[config.mk]
export PLATFORM = sky130hd
export DESIGN_NAME = local_address_table
export DESIGN_NICKNAME = d
export VERILOG_FILES = /design/src/lat_pkg.sv /design/src/lat_dp.sv /design/src/lat_ctrl.sv /design/src/local_address_table.sv
export VERILOG_INCLUDE_DIRS = /design/src /design/src/src
export SDC_FILE = /design/constraint.sdc
export NUM_CORES = 1
export LEC_CHECK = 0
export BUFFER_PORTS_ARGS = -buffer_cell sky130_fd_sc_hd__buf_2
export CAP_MARGIN = 30
export CORE_MARGIN = 5
export CORE_UTILIZATION = 50
export DETAILED_ROUTE_END_ITERATION = 12
export PLACE_DENSITY = 0.68
export SYNTH_ARGS = -nofsm -noshare
export SYNTH_HDL_FRONTEND = slang
export SYNTH_SLANG_ARGS = --single-unit
[constraint.sdc]
create_clock -name clk -period 10.4 [get_ports clk]
set_input_delay 1.56 -clock clk [delete_from_list [all_inputs] [get_ports clk]]
set_output_delay 1.56 -clock clk [all_outputs]
set_load 0.02 [all_outputs]
[src/local_address_table_assert.svh]
// assertion macros shared by the local address table modules
// expects clk and rst_n in scope at the point of use
`ifndef LOCAL_ADDRESS_TABLE_ASSERT_SVH
`define LOCAL_ADDRESS_TABLE_ASSERT_SVH
`ifndef NO_ASSERTIONS
`define LAT_ASSERT(lbl, prop, msg) \
  lbl: assert property (@(posedge clk) disable iff (!rst_n) prop) else $error(msg);
`define LAT_ASSERT_RST(lbl, prop, msg) \
  lbl: assert property (@(posedge clk) prop) else $error(msg);
`else
`define LAT_ASSERT(lbl, prop, msg)
`define LAT_ASSERT_RST(lbl, prop, msg)
`endif
`endif

[src/lat_pkg.sv]
// shared types and constants for the local address table
// no dependencies
`default_nettype none

package lat_pkg;

  localparam int DefTableDepth = 16;
  localparam int CountOutW     = 5;

  typedef enum logic [2:0] {
    OP_CLEAR    = 3'd0,
    OP_ADD      = 3'd1,
    OP_REMOVE   = 3'd2,
    OP_PURGE    = 3'd3,
    OP_CLASSIFY = 3'd4
  } op_t;

  typedef enum logic [3:0] {
    ST_INSERTED  = 4'd0,
    ST_PRESENT   = 4'd1,
    ST_FULL      = 4'd2,
    ST_REMOVED   = 4'd3,
    ST_NOT_FOUND = 4'd4,
    ST_PURGED    = 4'd5,
    ST_CLEARED   = 4'd6,
    ST_OUTBOUND  = 4'd7,
    ST_INBOUND   = 4'd8,
    ST_FOREIGN   = 4'd9
  } status_t;

  typedef struct packed {
    logic [2:0]  operation;
    logic [31:0] address_a;
    logic [31:0] address_b;
    logic        static_flag;
  } req_t;

  typedef struct packed {
    logic [3:0] status;
    logic [4:0] entry_count;
  } res_t;

  typedef struct packed {
    logic [31:0] addr;
    logic        mark;
  } entry_t;

  // table write address source
  typedef enum logic [1:0] {
    WA_CHK   = 2'd0,
    WA_IDX   = 2'd1,
    WA_COUNT = 2'd2
  } wa_sel_t;

  // table write data source
  typedef enum logic [1:0] {
    WD_MERGE = 2'd0,
    WD_REQ   = 2'd1,
    WD_RD    = 2'd2
  } wd_sel_t;

  typedef struct packed {
    logic    req_load;
    logic    idx_clr;
    logic    scan_en;
    logic    idx_inc;
    logic    cnt_clr;
    logic    cnt_inc;
    logic    cnt_dec;
    logic    ra_last;
    logic    we;
    wa_sel_t wa_sel;
    wd_sel_t wd_sel;
    logic    res_load;
    status_t res_code;
    logic    out_load;
  } cmd_t;

  typedef struct packed {
    logic [2:0] operation;
    logic       full;
    logic       idx_lt_cnt;
    logic       cnt_zero;
    logic       rd_mark;
    logic       hit_a;
    logic       scan_end;
    logic       found_b;
    logic       out_free;
  } sts_t;

endpackage

`default_nettype wire

[src/lat_dp.sv]
// datapath of the local address table: entry memory, count, walk index,
// compare logic and result register; uses lat_pkg and the assertion macros
`default_nettype none
`include "local_address_table_assert.svh"

module lat_dp #(
  parameter int TABLE_DEPTH = lat_pkg::DefTableDepth
) (
  input  wire logic          clk,
  input  wire logic          rst_n,
  input  wire lat_pkg::req_t in_req,
  input  wire lat_pkg::cmd_t cmd_i,
  output lat_pkg::sts_t      sts_o,
  input  wire logic          out_ready,
  output logic               out_valid,
  output lat_pkg::res_t      out_res
);

  localparam int AW = (TABLE_DEPTH > 1) ? $clog2(TABLE_DEPTH) : 1;
  localparam int CW = $clog2(TABLE_DEPTH + 1);
  localparam int OW = lat_pkg::CountOutW;

  lat_pkg::entry_t mem [TABLE_DEPTH];
  lat_pkg::entry_t rd_data_r;
  lat_pkg::entry_t wd;
  logic [AW-1:0]   wa;
  logic [AW-1:0]   ra;

  lat_pkg::req_t    req_r;
  lat_pkg::status_t res_status_r;
  lat_pkg::res_t    out_res_r;
  logic             out_valid_r, out_valid_nxt;
  logic [CW-1:0]    count_r, count_nxt;
  logic [CW-1:0]    idx_r, idx_nxt;
  logic [CW-1:0]    last_idx;
  logic [AW-1:0]    chk_idx_r, chk_idx_nxt;
  logic             chk_r, chk_nxt;
  logic             found_b_r, found_b_nxt;
  logic             issue, match_a, match_b, idx_lt_cnt;

  assign last_idx   = count_r - CW'(1);
  assign idx_lt_cnt = idx_r < count_r;
  assign issue      = cmd_i.scan_en & idx_lt_cnt;
  assign match_a    = rd_data_r.addr == req_r.address_a;
  assign match_b    = rd_data_r.addr == req_r.address_b;
  assign ra         = cmd_i.ra_last ? last_idx[AW-1:0] : idx_r[AW-1:0];

  always_comb begin
    case (cmd_i.wa_sel)
      lat_pkg::WA_CHK:   wa = chk_idx_r;
      lat_pkg::WA_IDX:   wa = idx_r[AW-1:0];
      lat_pkg::WA_COUNT: wa = count_r[AW-1:0];
      default:           wa = chk_idx_r;
    endcase
    case (cmd_i.wd_sel)
      lat_pkg::WD_MERGE: wd = '{addr: rd_data_r.addr,
                                mark: rd_data_r.mark | req_r.static_flag};
      lat_pkg::WD_REQ:   wd = '{addr: req_r.address_a, mark: req_r.static_flag};
      lat_pkg::WD_RD:    wd = rd_data_r;
      default:           wd = rd_data_r;
    endcase
  end

  always_comb begin
    count_nxt = count_r;
    if (cmd_i.cnt_clr) begin
      count_nxt = '0;
    end else if (cmd_i.cnt_inc) begin
      count_nxt = count_r + CW'(1);
    end else if (cmd_i.cnt_dec) begin
      count_nxt = count_r - CW'(1);
    end

    idx_nxt = idx_r;
    if (cmd_i.idx_clr) begin
      idx_nxt = '0;
    end else if (issue || cmd_i.idx_inc) begin
      idx_nxt = idx_r + CW'(1);
    end

    chk_nxt     = issue;
    chk_idx_nxt = issue ? idx_r[AW-1:0] : chk_idx_r;

    found_b_nxt = found_b_r;
    if (cmd_i.idx_clr) begin
      found_b_nxt = 1'b0;
    end else if (cmd_i.scan_en && chk_r && match_b) begin
      found_b_nxt = 1'b1;
    end

    out_valid_nxt = out_valid_r;
    if (cmd_i.out_load) begin
      out_valid_nxt = 1'b1;
    end else if (out_ready) begin
      out_valid_nxt = 1'b0;
    end
  end

  // entry memory, one write and one registered read per cycle
  always_ff @(posedge clk) begin
    if (cmd_i.we) begin
      mem[wa] <= wd;
    end
    rd_data_r <= mem[ra];
  end

  always_ff @(posedge clk) begin
    if (!rst_n) begin
      count_r     <= '0;
      idx_r       <= '0;
      chk_r       <= 1'b0;
      found_b_r   <= 1'b0;
      out_valid_r <= 1'b0;
    end else begin
      count_r     <= count_nxt;
      idx_r       <= idx_nxt;
      chk_r       <= chk_nxt;
      found_b_r   <= found_b_nxt;
      out_valid_r <= out_valid_nxt;
    end
  end

  always_ff @(posedge clk) begin
    chk_idx_r <= chk_idx_nxt;
    if (cmd_i.req_load) begin
      req_r <= in_req;
    end
    if (cmd_i.res_load) begin
      res_status_r <= cmd_i.res_code;
    end
    if (cmd_i.out_load) begin
      out_res_r.status      <= res_status_r;
      out_res_r.entry_count <= OW'(count_r);
    end
  end

  always_comb begin
    sts_o.operation  = req_r.operation;
    sts_o.full       = count_r == CW'(TABLE_DEPTH);
    sts_o.idx_lt_cnt = idx_lt_cnt;
    sts_o.cnt_zero   = count_r == '0;
    sts_o.rd_mark    = rd_data_r.mark;
    sts_o.hit_a      = chk_r & match_a;
    sts_o.scan_end   = (chk_r & match_a) | (!chk_r & !idx_lt_cnt);
    sts_o.found_b    = found_b_r;
    sts_o.out_free   = !out_valid_r || out_ready;
  end

  assign out_valid = out_valid_r;
  assign out_res   = out_res_r;

  `LAT_ASSERT(a_cnt_range, count_r <= CW'(TABLE_DEPTH), "entry count beyond table depth")
  `LAT_ASSERT(a_cnt_inc, cmd_i.cnt_inc |=> count_r == CW'($past(count_r) + 1'b1), "count did not step up")
  `LAT_ASSERT_RST(a_out_reset, !rst_n |=> !out_valid_r, "result valid after reset")

endmodule

`default_nettype wire

[src/lat_ctrl.sv]
// controller of the local address table: sequences scans, moves and the
// purge walk over the datapath; uses lat_pkg and the assertion macros
`default_nettype none
`include "local_address_table_assert.svh"

module lat_ctrl (
  input  wire logic          clk,
  input  wire logic          rst_n,
  input  wire logic          in_valid,
  output logic               in_ready,
  input  wire lat_pkg::sts_t sts_i,
  output lat_pkg::cmd_t      cmd_o
);

  typedef enum logic [9:0] {
    S_IDLE   = 10'b0000000001,
    S_START  = 10'b0000000010,
    S_SCAN   = 10'b0000000100,
    S_RDLAST = 10'b0000001000,
    S_MOVE   = 10'b0000010000,
    S_PK_RD  = 10'b0000100000,
    S_PK_CHK = 10'b0001000000,
    S_PL_RD  = 10'b0010000000,
    S_PL_CHK = 10'b0100000000,
    S_OUT    = 10'b1000000000
  } state_t;

  state_t state_r, state_nxt;

  always_comb begin
    state_nxt = state_r;
    cmd_o     = '0;
    in_ready  = 1'b0;
    unique case (state_r)
      S_IDLE: begin
        in_ready = 1'b1;
        if (in_valid) begin
          cmd_o.req_load = 1'b1;
          state_nxt      = S_START;
        end
      end
      S_START: begin
        unique case (sts_i.operation) inside
          lat_pkg::OP_CLEAR: begin
            cmd_o.cnt_clr  = 1'b1;
            cmd_o.res_load = 1'b1;
            cmd_o.res_code = lat_pkg::ST_CLEARED;
            state_nxt      = S_OUT;
          end
          lat_pkg::OP_ADD: begin
            if (sts_i.full) begin
              cmd_o.res_load = 1'b1;
              cmd_o.res_code = lat_pkg::ST_FULL;
              state_nxt      = S_OUT;
            end else begin
              cmd_o.idx_clr = 1'b1;
              state_nxt     = S_SCAN;
            end
          end
          lat_pkg::OP_REMOVE, lat_pkg::OP_CLASSIFY: begin
            cmd_o.idx_clr = 1'b1;
            state_nxt     = S_SCAN;
          end
          lat_pkg::OP_PURGE: begin
            cmd_o.idx_clr = 1'b1;
            state_nxt     = S_PK_RD;
          end
          default: begin
            cmd_o.res_load = 1'b1;
            cmd_o.res_code = lat_pkg::ST_NOT_FOUND;
            state_nxt      = S_OUT;
          end
        endcase
      end
      S_SCAN: begin
        // reads stream one per cycle; the compare works on the registered read data
        cmd_o.scan_en = !sts_i.scan_end;
        if (sts_i.hit_a) begin
          unique case (sts_i.operation) inside
            lat_pkg::OP_ADD: begin
              cmd_o.we       = 1'b1;
              cmd_o.wa_sel   = lat_pkg::WA_CHK;
              cmd_o.wd_sel   = lat_pkg::WD_MERGE;
              cmd_o.res_load = 1'b1;
              cmd_o.res_code = lat_pkg::ST_PRESENT;
              state_nxt      = S_OUT;
            end
            lat_pkg::OP_REMOVE: begin
              state_nxt = S_RDLAST;
            end
            default: begin
              cmd_o.res_load = 1'b1;
              cmd_o.res_code = lat_pkg::ST_OUTBOUND;
              state_nxt      = S_OUT;
            end
          endcase
        end else if (sts_i.scan_end) begin
          cmd_o.res_load = 1'b1;
          state_nxt      = S_OUT;
          unique case (sts_i.operation) inside
            lat_pkg::OP_ADD: begin
              cmd_o.we       = 1'b1;
              cmd_o.wa_sel   = lat_pkg::WA_COUNT;
              cmd_o.wd_sel   = lat_pkg::WD_REQ;
              cmd_o.cnt_inc  = 1'b1;
              cmd_o.res_code = lat_pkg::ST_INSERTED;
            end
            lat_pkg::OP_REMOVE: begin
              cmd_o.res_code = lat_pkg::ST_NOT_FOUND;
            end
            default: begin
              cmd_o.res_code = sts_i.found_b ? lat_pkg::ST_INBOUND : lat_pkg::ST_FOREIGN;
            end
          endcase
        end
      end
      S_RDLAST: begin
        cmd_o.ra_last = 1'b1;
        state_nxt     = S_MOVE;
      end
      S_MOVE: begin
        // last entry overwrites the matched slot
        cmd_o.we       = 1'b1;
        cmd_o.wa_sel   = lat_pkg::WA_CHK;
        cmd_o.wd_sel   = lat_pkg::WD_RD;
        cmd_o.cnt_dec  = 1'b1;
        cmd_o.res_load = 1'b1;
        cmd_o.res_code = lat_pkg::ST_REMOVED;
        state_nxt      = S_OUT;
      end
      S_PK_RD: begin
        if (sts_i.idx_lt_cnt) begin
          state_nxt = S_PK_CHK;
        end else begin
          cmd_o.res_load = 1'b1;
          cmd_o.res_code = lat_pkg::ST_PURGED;
          state_nxt      = S_OUT;
        end
      end
      S_PK_CHK: begin
        if (sts_i.rd_mark) begin
          cmd_o.idx_inc = 1'b1;
          state_nxt     = S_PK_RD;
        end else begin
          state_nxt = S_PL_RD;
        end
      end
      S_PL_RD: begin
        if (sts_i.cnt_zero) begin
          cmd_o.res_load = 1'b1;
          cmd_o.res_code = lat_pkg::ST_PURGED;
          state_nxt      = S_OUT;
        end else begin
          cmd_o.ra_last = 1'b1;
          state_nxt     = S_PL_CHK;
        end
      end
      S_PL_CHK: begin
        cmd_o.cnt_dec = 1'b1;
        if (sts_i.rd_mark) begin
          // static tail entry fills the dynamic slot, even past the count
          cmd_o.we      = 1'b1;
          cmd_o.wa_sel  = lat_pkg::WA_IDX;
          cmd_o.wd_sel  = lat_pkg::WD_RD;
          cmd_o.idx_inc = 1'b1;
          state_nxt     = S_PK_RD;
        end else begin
          state_nxt = S_PL_RD;
        end
      end
      S_OUT: begin
        if (sts_i.out_free) begin
          cmd_o.out_load = 1'b1;
          state_nxt      = S_IDLE;
        end
      end
      default: begin
        state_nxt = S_IDLE;
      end
    endcase
  end

  always_ff @(posedge clk) begin
    if (!rst_n) begin
      state_r <= S_IDLE;
    end else begin
      state_r <= state_nxt;
    end
  end

  `LAT_ASSERT(a_cnt_cmd_onehot, $onehot0({cmd_o.cnt_clr, cmd_o.cnt_inc, cmd_o.cnt_dec}), "conflicting count commands")
  `LAT_ASSERT(a_inc_not_full, cmd_o.cnt_inc |-> !sts_i.full, "append into a full table")
  `LAT_ASSERT(a_done_to_idle, cmd_o.out_load |=> in_ready, "not ready after result hand-off")

endmodule

`default_nettype wire

[src/local_address_table.sv]
// Local address table, top level.
// Holds up to TABLE_DEPTH local host addresses, each with a static mark.
// Input channel in_valid/in_ready/in_req carries one request: clear, add,
// remove, purge dynamic entries or classify a packet by source/destination.
// Result channel out_valid/out_ready/out_res returns one status and the
// entry count for every request, in request order.
// Requests are handled one at a time. Clear, unused codes and an add to a
// full table go straight from the start state to the result; add, remove
// and classify walk the valid entries through the single read port of the
// entry memory (removing the last entry is slowest); purge reads and checks
// each visited slot and each dropped or moved entry. With a ready receiver
// the next request is taken in the cycle its predecessor's result appears.
// A finished result sits in an output register; the next request is taken
// once that result has been moved there, so a stalled receiver holds at most
// one finished result and one request in work.
// Reset (rst_n low, synchronous) empties the table at once: the count is
// cleared and no memory sweep is needed.
// uses lat_pkg, lat_ctrl and lat_dp
`default_nettype none

module local_address_table #(
  parameter int TABLE_DEPTH = lat_pkg::DefTableDepth
) (
  input  wire logic          clk,
  input  wire logic          rst_n,
  input  wire logic          in_valid,
  output logic               in_ready,
  input  wire lat_pkg::req_t in_req,
  output logic               out_valid,
  input  wire logic          out_ready,
  output lat_pkg::res_t      out_res
);

  lat_pkg::cmd_t cmd;
  lat_pkg::sts_t sts;

  lat_ctrl u_ctrl (
    .clk      (clk),
    .rst_n    (rst_n),
    .in_valid (in_valid),
    .in_ready (in_ready),
    .sts_i    (sts),
    .cmd_o    (cmd)
  );

  lat_dp #(
    .TABLE_DEPTH (TABLE_DEPTH)
  ) u_dp (
    .clk       (clk),
    .rst_n     (rst_n),
    .in_req    (in_req),
    .cmd_i     (cmd),
    .sts_o     (sts),
    .out_ready (out_ready),
    .out_valid (out_valid),
    .out_res   (out_res)
  );

endmodule

`default_nettype wire

* Word-level counts from Yosys, hierarchy flattened
Memories as Yosys holds them, arrays and structs flattened. A register that Yosys moved wholly into a read port is not among the register bits.
Cells that the tools add are included.
** Storage, ports and cells
- Register bits :: 108
- RAM bits :: 528
- Input bits :: 72
- Memories :: 1
** Memory list
- u_dp.mem :: depth 16, width 33, read ports 1, clocked after Yosys merged registers in 1, write ports 1, RTL line lat_dp.sv:23 : lat_pkg::entry_t mem [TABLE_DEPTH];
** Operators by class
- $add $sub $neg :: 3
- $lt $le $gt $ge :: 1
- Equality and inequality tests :: 23
- Muxes and demuxes :: 54
- Bitwise operators :: 6
- Reductions and logical operators :: 20
** Operators by type and width (number)
- $mux W10 :: 10
- $pmux W10 S9 :: 1
- $pmux W33 S2 :: 1
- $eq A32 B32 Y1 :: 2
- $mux W5 :: 8
- $pmux W10 S3 :: 1
- $pmux W5 S3 :: 2
- $pmux W5 S5 :: 1
- $mux W1 :: 23
- $pmux W4 S2 :: 2
- $add A5 B1 Y5 const B :: 2
- $eq A10 B1 Y1 const B :: 1
- $eq A10 B10 Y1 const B :: 1
- $eq A10 B2 Y1 const B :: 1
- $eq A10 B3 Y1 const B :: 1
- $eq A10 B4 Y1 const B :: 1
- $eq A10 B5 Y1 const B :: 1
- $eq A10 B6 Y1 const B :: 1
- $eq A10 B7 Y1 const B :: 1
- $eq A10 B8 Y1 const B :: 1
- $eq A10 B9 Y1 const B :: 1
- $pmux W5 S2 :: 1
- $reduce_or A2 Y1 :: 5
- $mux W8 :: 1
- other kinds (24) :: 37

* Longest topological paths before layout
- Word-level depth :: 9
- Mapped depth :: 13
- Gate-level depth less buffers :: 12

* Hierarchy
Synthesis repeated with hierarchy kept, for this count alone.
** Second synthesis, totals
- Cells, all modules :: 1655
- Area, all modules :: 26733.1 µm²
** By module, submodules not included
- lat_dp :: instances 1, cells an instance 1522, area each 25816.0 µm², seq. area each 19328.5 µm²
- lat_ctrl :: instances 1, cells an instance 133, area each 917.1 µm², seq. area each 200.2 µm²

* Worst setup path before layout
OpenSTA, ideal clock, no wires.
- Path type :: reg-to-reg
- Start :: register u_ctrl.state_r[4]
- End :: memory u_dp.mem[3][0] (netlist name) (enable)
- Library setup time :: 0.464 ns
- Data arrival time :: 4.864 ns
- Slack :: 5.071 ns
- Cell stages (with the launch flop) :: 11
- Buffers on the path :: 1
- Path through :: dfxtp_1 nor4_2 and2_1 nand4b_1 nor3_1 and2_1 ha_1 clkbuf_1 o21ai_0 nand2_1 nor3_1
** On the way
- Longest elaborated chain between the ends :: 4
- Elaborated cells between the ends (all ways) :: 9
- Classes of those cells :: 5 x eq/ne; 4 x mux
** Ends and longest elaborated chain
- start: declaration :: RTL line lat_ctrl.sv:28 : state_t state_r, state_nxt;
- start signal: assignment :: RTL line lat_ctrl.sv:187 : state_r <= state_nxt;
- $eq A10 B9 Y1 (tied with other cells) :: RTL line lat_ctrl.sv:34 : unique case (state_r)
- $pmux W5 S3 (*) :: RTL line lat_ctrl.sv:34
- $eq A2 B2 Y1 (tied with other cells) :: RTL line lat_dp.sv:49 : case (cmd_i.wa_sel)
- $pmux W4 S2 or $mux W1 (tied branches) :: RTL line lat_dp.sv:49, lat_dp.sv:102
- end: declaration :: RTL line lat_dp.sv:23
Every way passes the cells marked *; elsewhere a longest branch is shown, timed or not.

* Final worst setup path
- Start :: register u_ctrl.state_r[4]
- End :: memory u_dp.mem[0][14] (netlist name) (enable)
Same word-level chain as after synthesis.

==> impl_metrics.csv <==
group,metric,value,unit
run_status,status,"completed",
critical_path,cp-end-kind,"flip-flop",
worst_hold_path,hp-class,"flip-flop to flip-flop",
clocking,post_cts_buffers,0,
critical_path,rr_worst_depth,12,
sta,hold_viol_final,0,
drt,num_vias,17023,
clocking,cts_made_buffers,67,
cells_and_area,diodes,0,
job,cap_violations,0,
floorplanning,dieHeight,242,um
critical_path,crit-reg2reg-capture,"u_dp.mem[0][14]",
critical_path,critPathLaunchType,"flip-flop",
drt,drt_wl_total,67700,um
sta,layout_setup_ws,6080,ps
global_routing,grt_usage,0.225,
floorplanning,coreArea,53600,sq um
clocking,ctsHoldBuffers,0,
floorplanning,pin_count,83,
global_routing,grt_max_degree,216,
drt,vias_per_cell,5.83,
sta,min_period,4320,ps
synthesis,synth_area_per_cell,12.9,sq um
synthesis,yosys_warnings,0,
synthesis,ys_ff_latch,669,
place,io_buffers,82,
synthesis,synth_ff_type,"edfxtp_1",
place,dp_hpwl,35500,um
clocking,insertion_delay,620,ps
sta,fin_crit_sh,0.416,
sta,setup_viol_count_final,0,
sta,max_freq,231,MHz
worst_hold_path,hold_path_depth,0,
clocking,clkTransAtPathRegs,60,ps
drt,ant_nets,0,
drt,routedWlPerCell,23.2,um
critical_path,r2r_setup_slack,6080,ps
sta,rsz0062_at_grt,"false",
critical_path,worstReg2RegStart,"u_ctrl.state_r[4]",
floorplanning,fp.dieArea,58600,sq um
place,dp_cells,2797,
floorplanning,core.rowCount,85,
critical_path,path_max_fanout,33,
synthesis,syn_inst,2095,
global_routing,grt_remaining_overflow,0,
synthesis,ys_types,64,
clocking,clk_path_buf_depth,3,
clocking,cts_sinks,669,
clocking,cts_tree,"built",
floorplanning,start_util,0.502,
sta,slew_headroom,0.245,
cells_and_area,layout.cells.non_filler,2922,
worst_hold_path,hold_start,"u_dp.res_status_r[2]",
critical_path,critPathRequiredTime,10630,ps
global_routing,antenna_found_initial,2,
sta,worstMarginPinSlew,1130,ps
synthesis,synth_area,26900,sq um
cells_and_area,area_growth_syn_to_layout,12.1,%
power_and_ir_drop,p_per_area,178,nW/um^2
critical_path,worstSetupPathType,"flip-flop to flip-flop",
cells_and_area,drive_gt1_frac,0.130,
critical_path,critPathArrivalTime,4560,ps
drt,first_pass_iters,5,
floorplanning,die_x,242,um
global_routing,grt_pass1_wl,101000,um
synthesis,synth_enable_flop_cells,613,
synthesis,yosysSeqAreaShare,0.725,
worst_hold_path,whs_endpoint,"u_dp.out_res[7]",
sta,fin_tns_setup,0,ps
cells_and_area,nets,2252,
synthesis,syn-num-nets,2176,
global_routing,grt_pass1_vias,16408,
clocking,root_buffer,"clkbuf_16",
cells_and_area,post-route-util,0.563,
power_and_ir_drop,ir_drop,139,uV
place,place_congestion,0.829,
synthesis,synthArstFlopShare,0,
place,dp_slack,6040,ps
drt,drc,0,
sta,finClkSkew,25.6,ps
clocking,htree_num_levels,3,
sta,hold_slack,424,ps
clocking,cts_resized,0,
power_and_ir_drop,leakagePower,0.0104,uW
drt,drt_iter0_drc,2010,
sta,maxSlewViolCount,0,
## state kept, by name, summed over array words and instances (netlist names)
register	count
u_dp.mem	528
u_dp.out_res	9
u_dp.req_r	65
u_dp.found_b_r	1
u_dp.chk_r	1
u_ctrl.state_r	10
u_dp.rd_data_r	32
u_dp.res_status_r	4
u_dp.out_valid	1
u_dp.sts_o	4
u_dp.idx_r	5
u_dp.chk_idx_r	4
u_dp.count_r	5
## power by group
part           switching (uW)  internal, uW  total (uW)  leakage, uW
Clock                    1020          1340        2360      0.00105
Combinational            48.9          29.8        78.7      0.00331
Sequential               21.1          2930        2950      0.00602
Total                    1090          4300        5390       0.0104
## cell families (layout without fill, tap and decap cells)
family | Yosys count | count (layout) | share of synthesized area
simple gates | 1116 | 1116 | 0.190
fa+ha+maj | 9 | 9 | 0.00418
mux | 38 | 38 | 0.0160
compound gates | 68 | 68 | 0.0177
buf+inv | 124 | 255 | 0.0242
xor+xnor | 71 | 71 | 0.0231
flops | 669 | 669 | 0.725
## Yosys cell counts, drive strengths merged (5+ instances only)
cell type / number / area share
nand4b: 5 / 0.0016
nand2: 553 / 0.077
mux2: 34 / 0.014
buf: 76 / 0.017
nor3: 24 / 0.0045
edfxtp: 613 / 0.68
dfxtp: 56 / 0.042
nand2b: 7 / 0.0016
clkbuf: 35 / 0.0050
o21ai: 20 / 0.0039
nor2b: 8 / 0.0019
nor4: 15 / 0.0045
nand4: 45 / 0.010
nor2: 25 / 0.0046
a21oi: 16 / 0.0035
xnor2: 27 / 0.0088
and2: 8 / 0.0020
ha: 9 / 0.0042
nand3: 404 / 0.075
inv: 13 / 0.0018
xor2: 44 / 0.014
## stage by stage
stage,power [uW],instance area (sq um)
2_1_floorplan,3030,26900
3_3_place_gp,3080,28000
3_5_place_dp,3080,28000
4_1_cts,5420,30200
5_1_grt,5550,30200
6_report,5390,30200
## area by class of cell
class / instances / area [sq um]
Clock inverter: 36 / 359
Clock buffer: 88 / 1800
Sequential cell: 669 / 19500
Fill cell: 4354 / 23400
Timing Repair Buffer: 118 / 727
Multi-Input combinational cell: 1302 / 6860
Inverter: 13 / 48.8
Tap cell: 696 / 871
## worst max-delay path by stage
stage | start | end | slack, ps | cells past startpoint
final | u_ctrl.state_r[4] | u_dp.mem[0][14] | 6080 | 12
after global routing | u_ctrl.state_r[4] | u_dp.mem[5][12] | 5790 | 10
after detailed placement | u_dp.req_r[61] | u_dp.mem[3][14] | 6040 | 8
after floorplan | u_ctrl.state_r[4] | u_dp.mem[3][0] | 5070 | 10
after CTS | u_dp.req_r[61] | u_dp.mem[3][4] | 6000 | 8
after global placement | u_dp.req_r[61] | u_dp.mem[5][3] | 6070 | 8
## cell usage in the layout, fill, tap and decap left out, types with 27 or more instances in the layout
cell	count
buf_2	83
xnor2_1	27
nand4_1	45
buf_4	31
clkbuf_16	67
edfxtp_1	613
nand3_1	404
dfxtp_1	56
mux2_2	31
xor2_1	44
nand2_1	553
## layer usage
| metal | wire, um | up-vias | global-route usage | part of all wire |
|---|---|---|---|---|
| met5 | 26 | - | 0 | 0.00038 |
| met3 | 5880 | 141 | 0.0520 | 0.087 |
| met2 | 31300 | 784 | 0.348 | 0.46 |
| met1 | 27900 | 8342 | 0.315 | 0.41 |
| met4 | 2500 | 4 | 0.0824 | 0.037 |
| li1 | - | 7752 | - | - |
## critical path, stage by stage, from the launching register on
cell      delay (ps)
dfxtp_1          350
nor4_2           460
and2_1           250
nand4b_1         410
nor3_1           550
and2_1           220
inv_1             70
ha_1             220
a22oi_1          250
o21a_1           170
nand2_1          150
nor3_2           210
buf_4            620
Power figures use the tool's default switching activity.
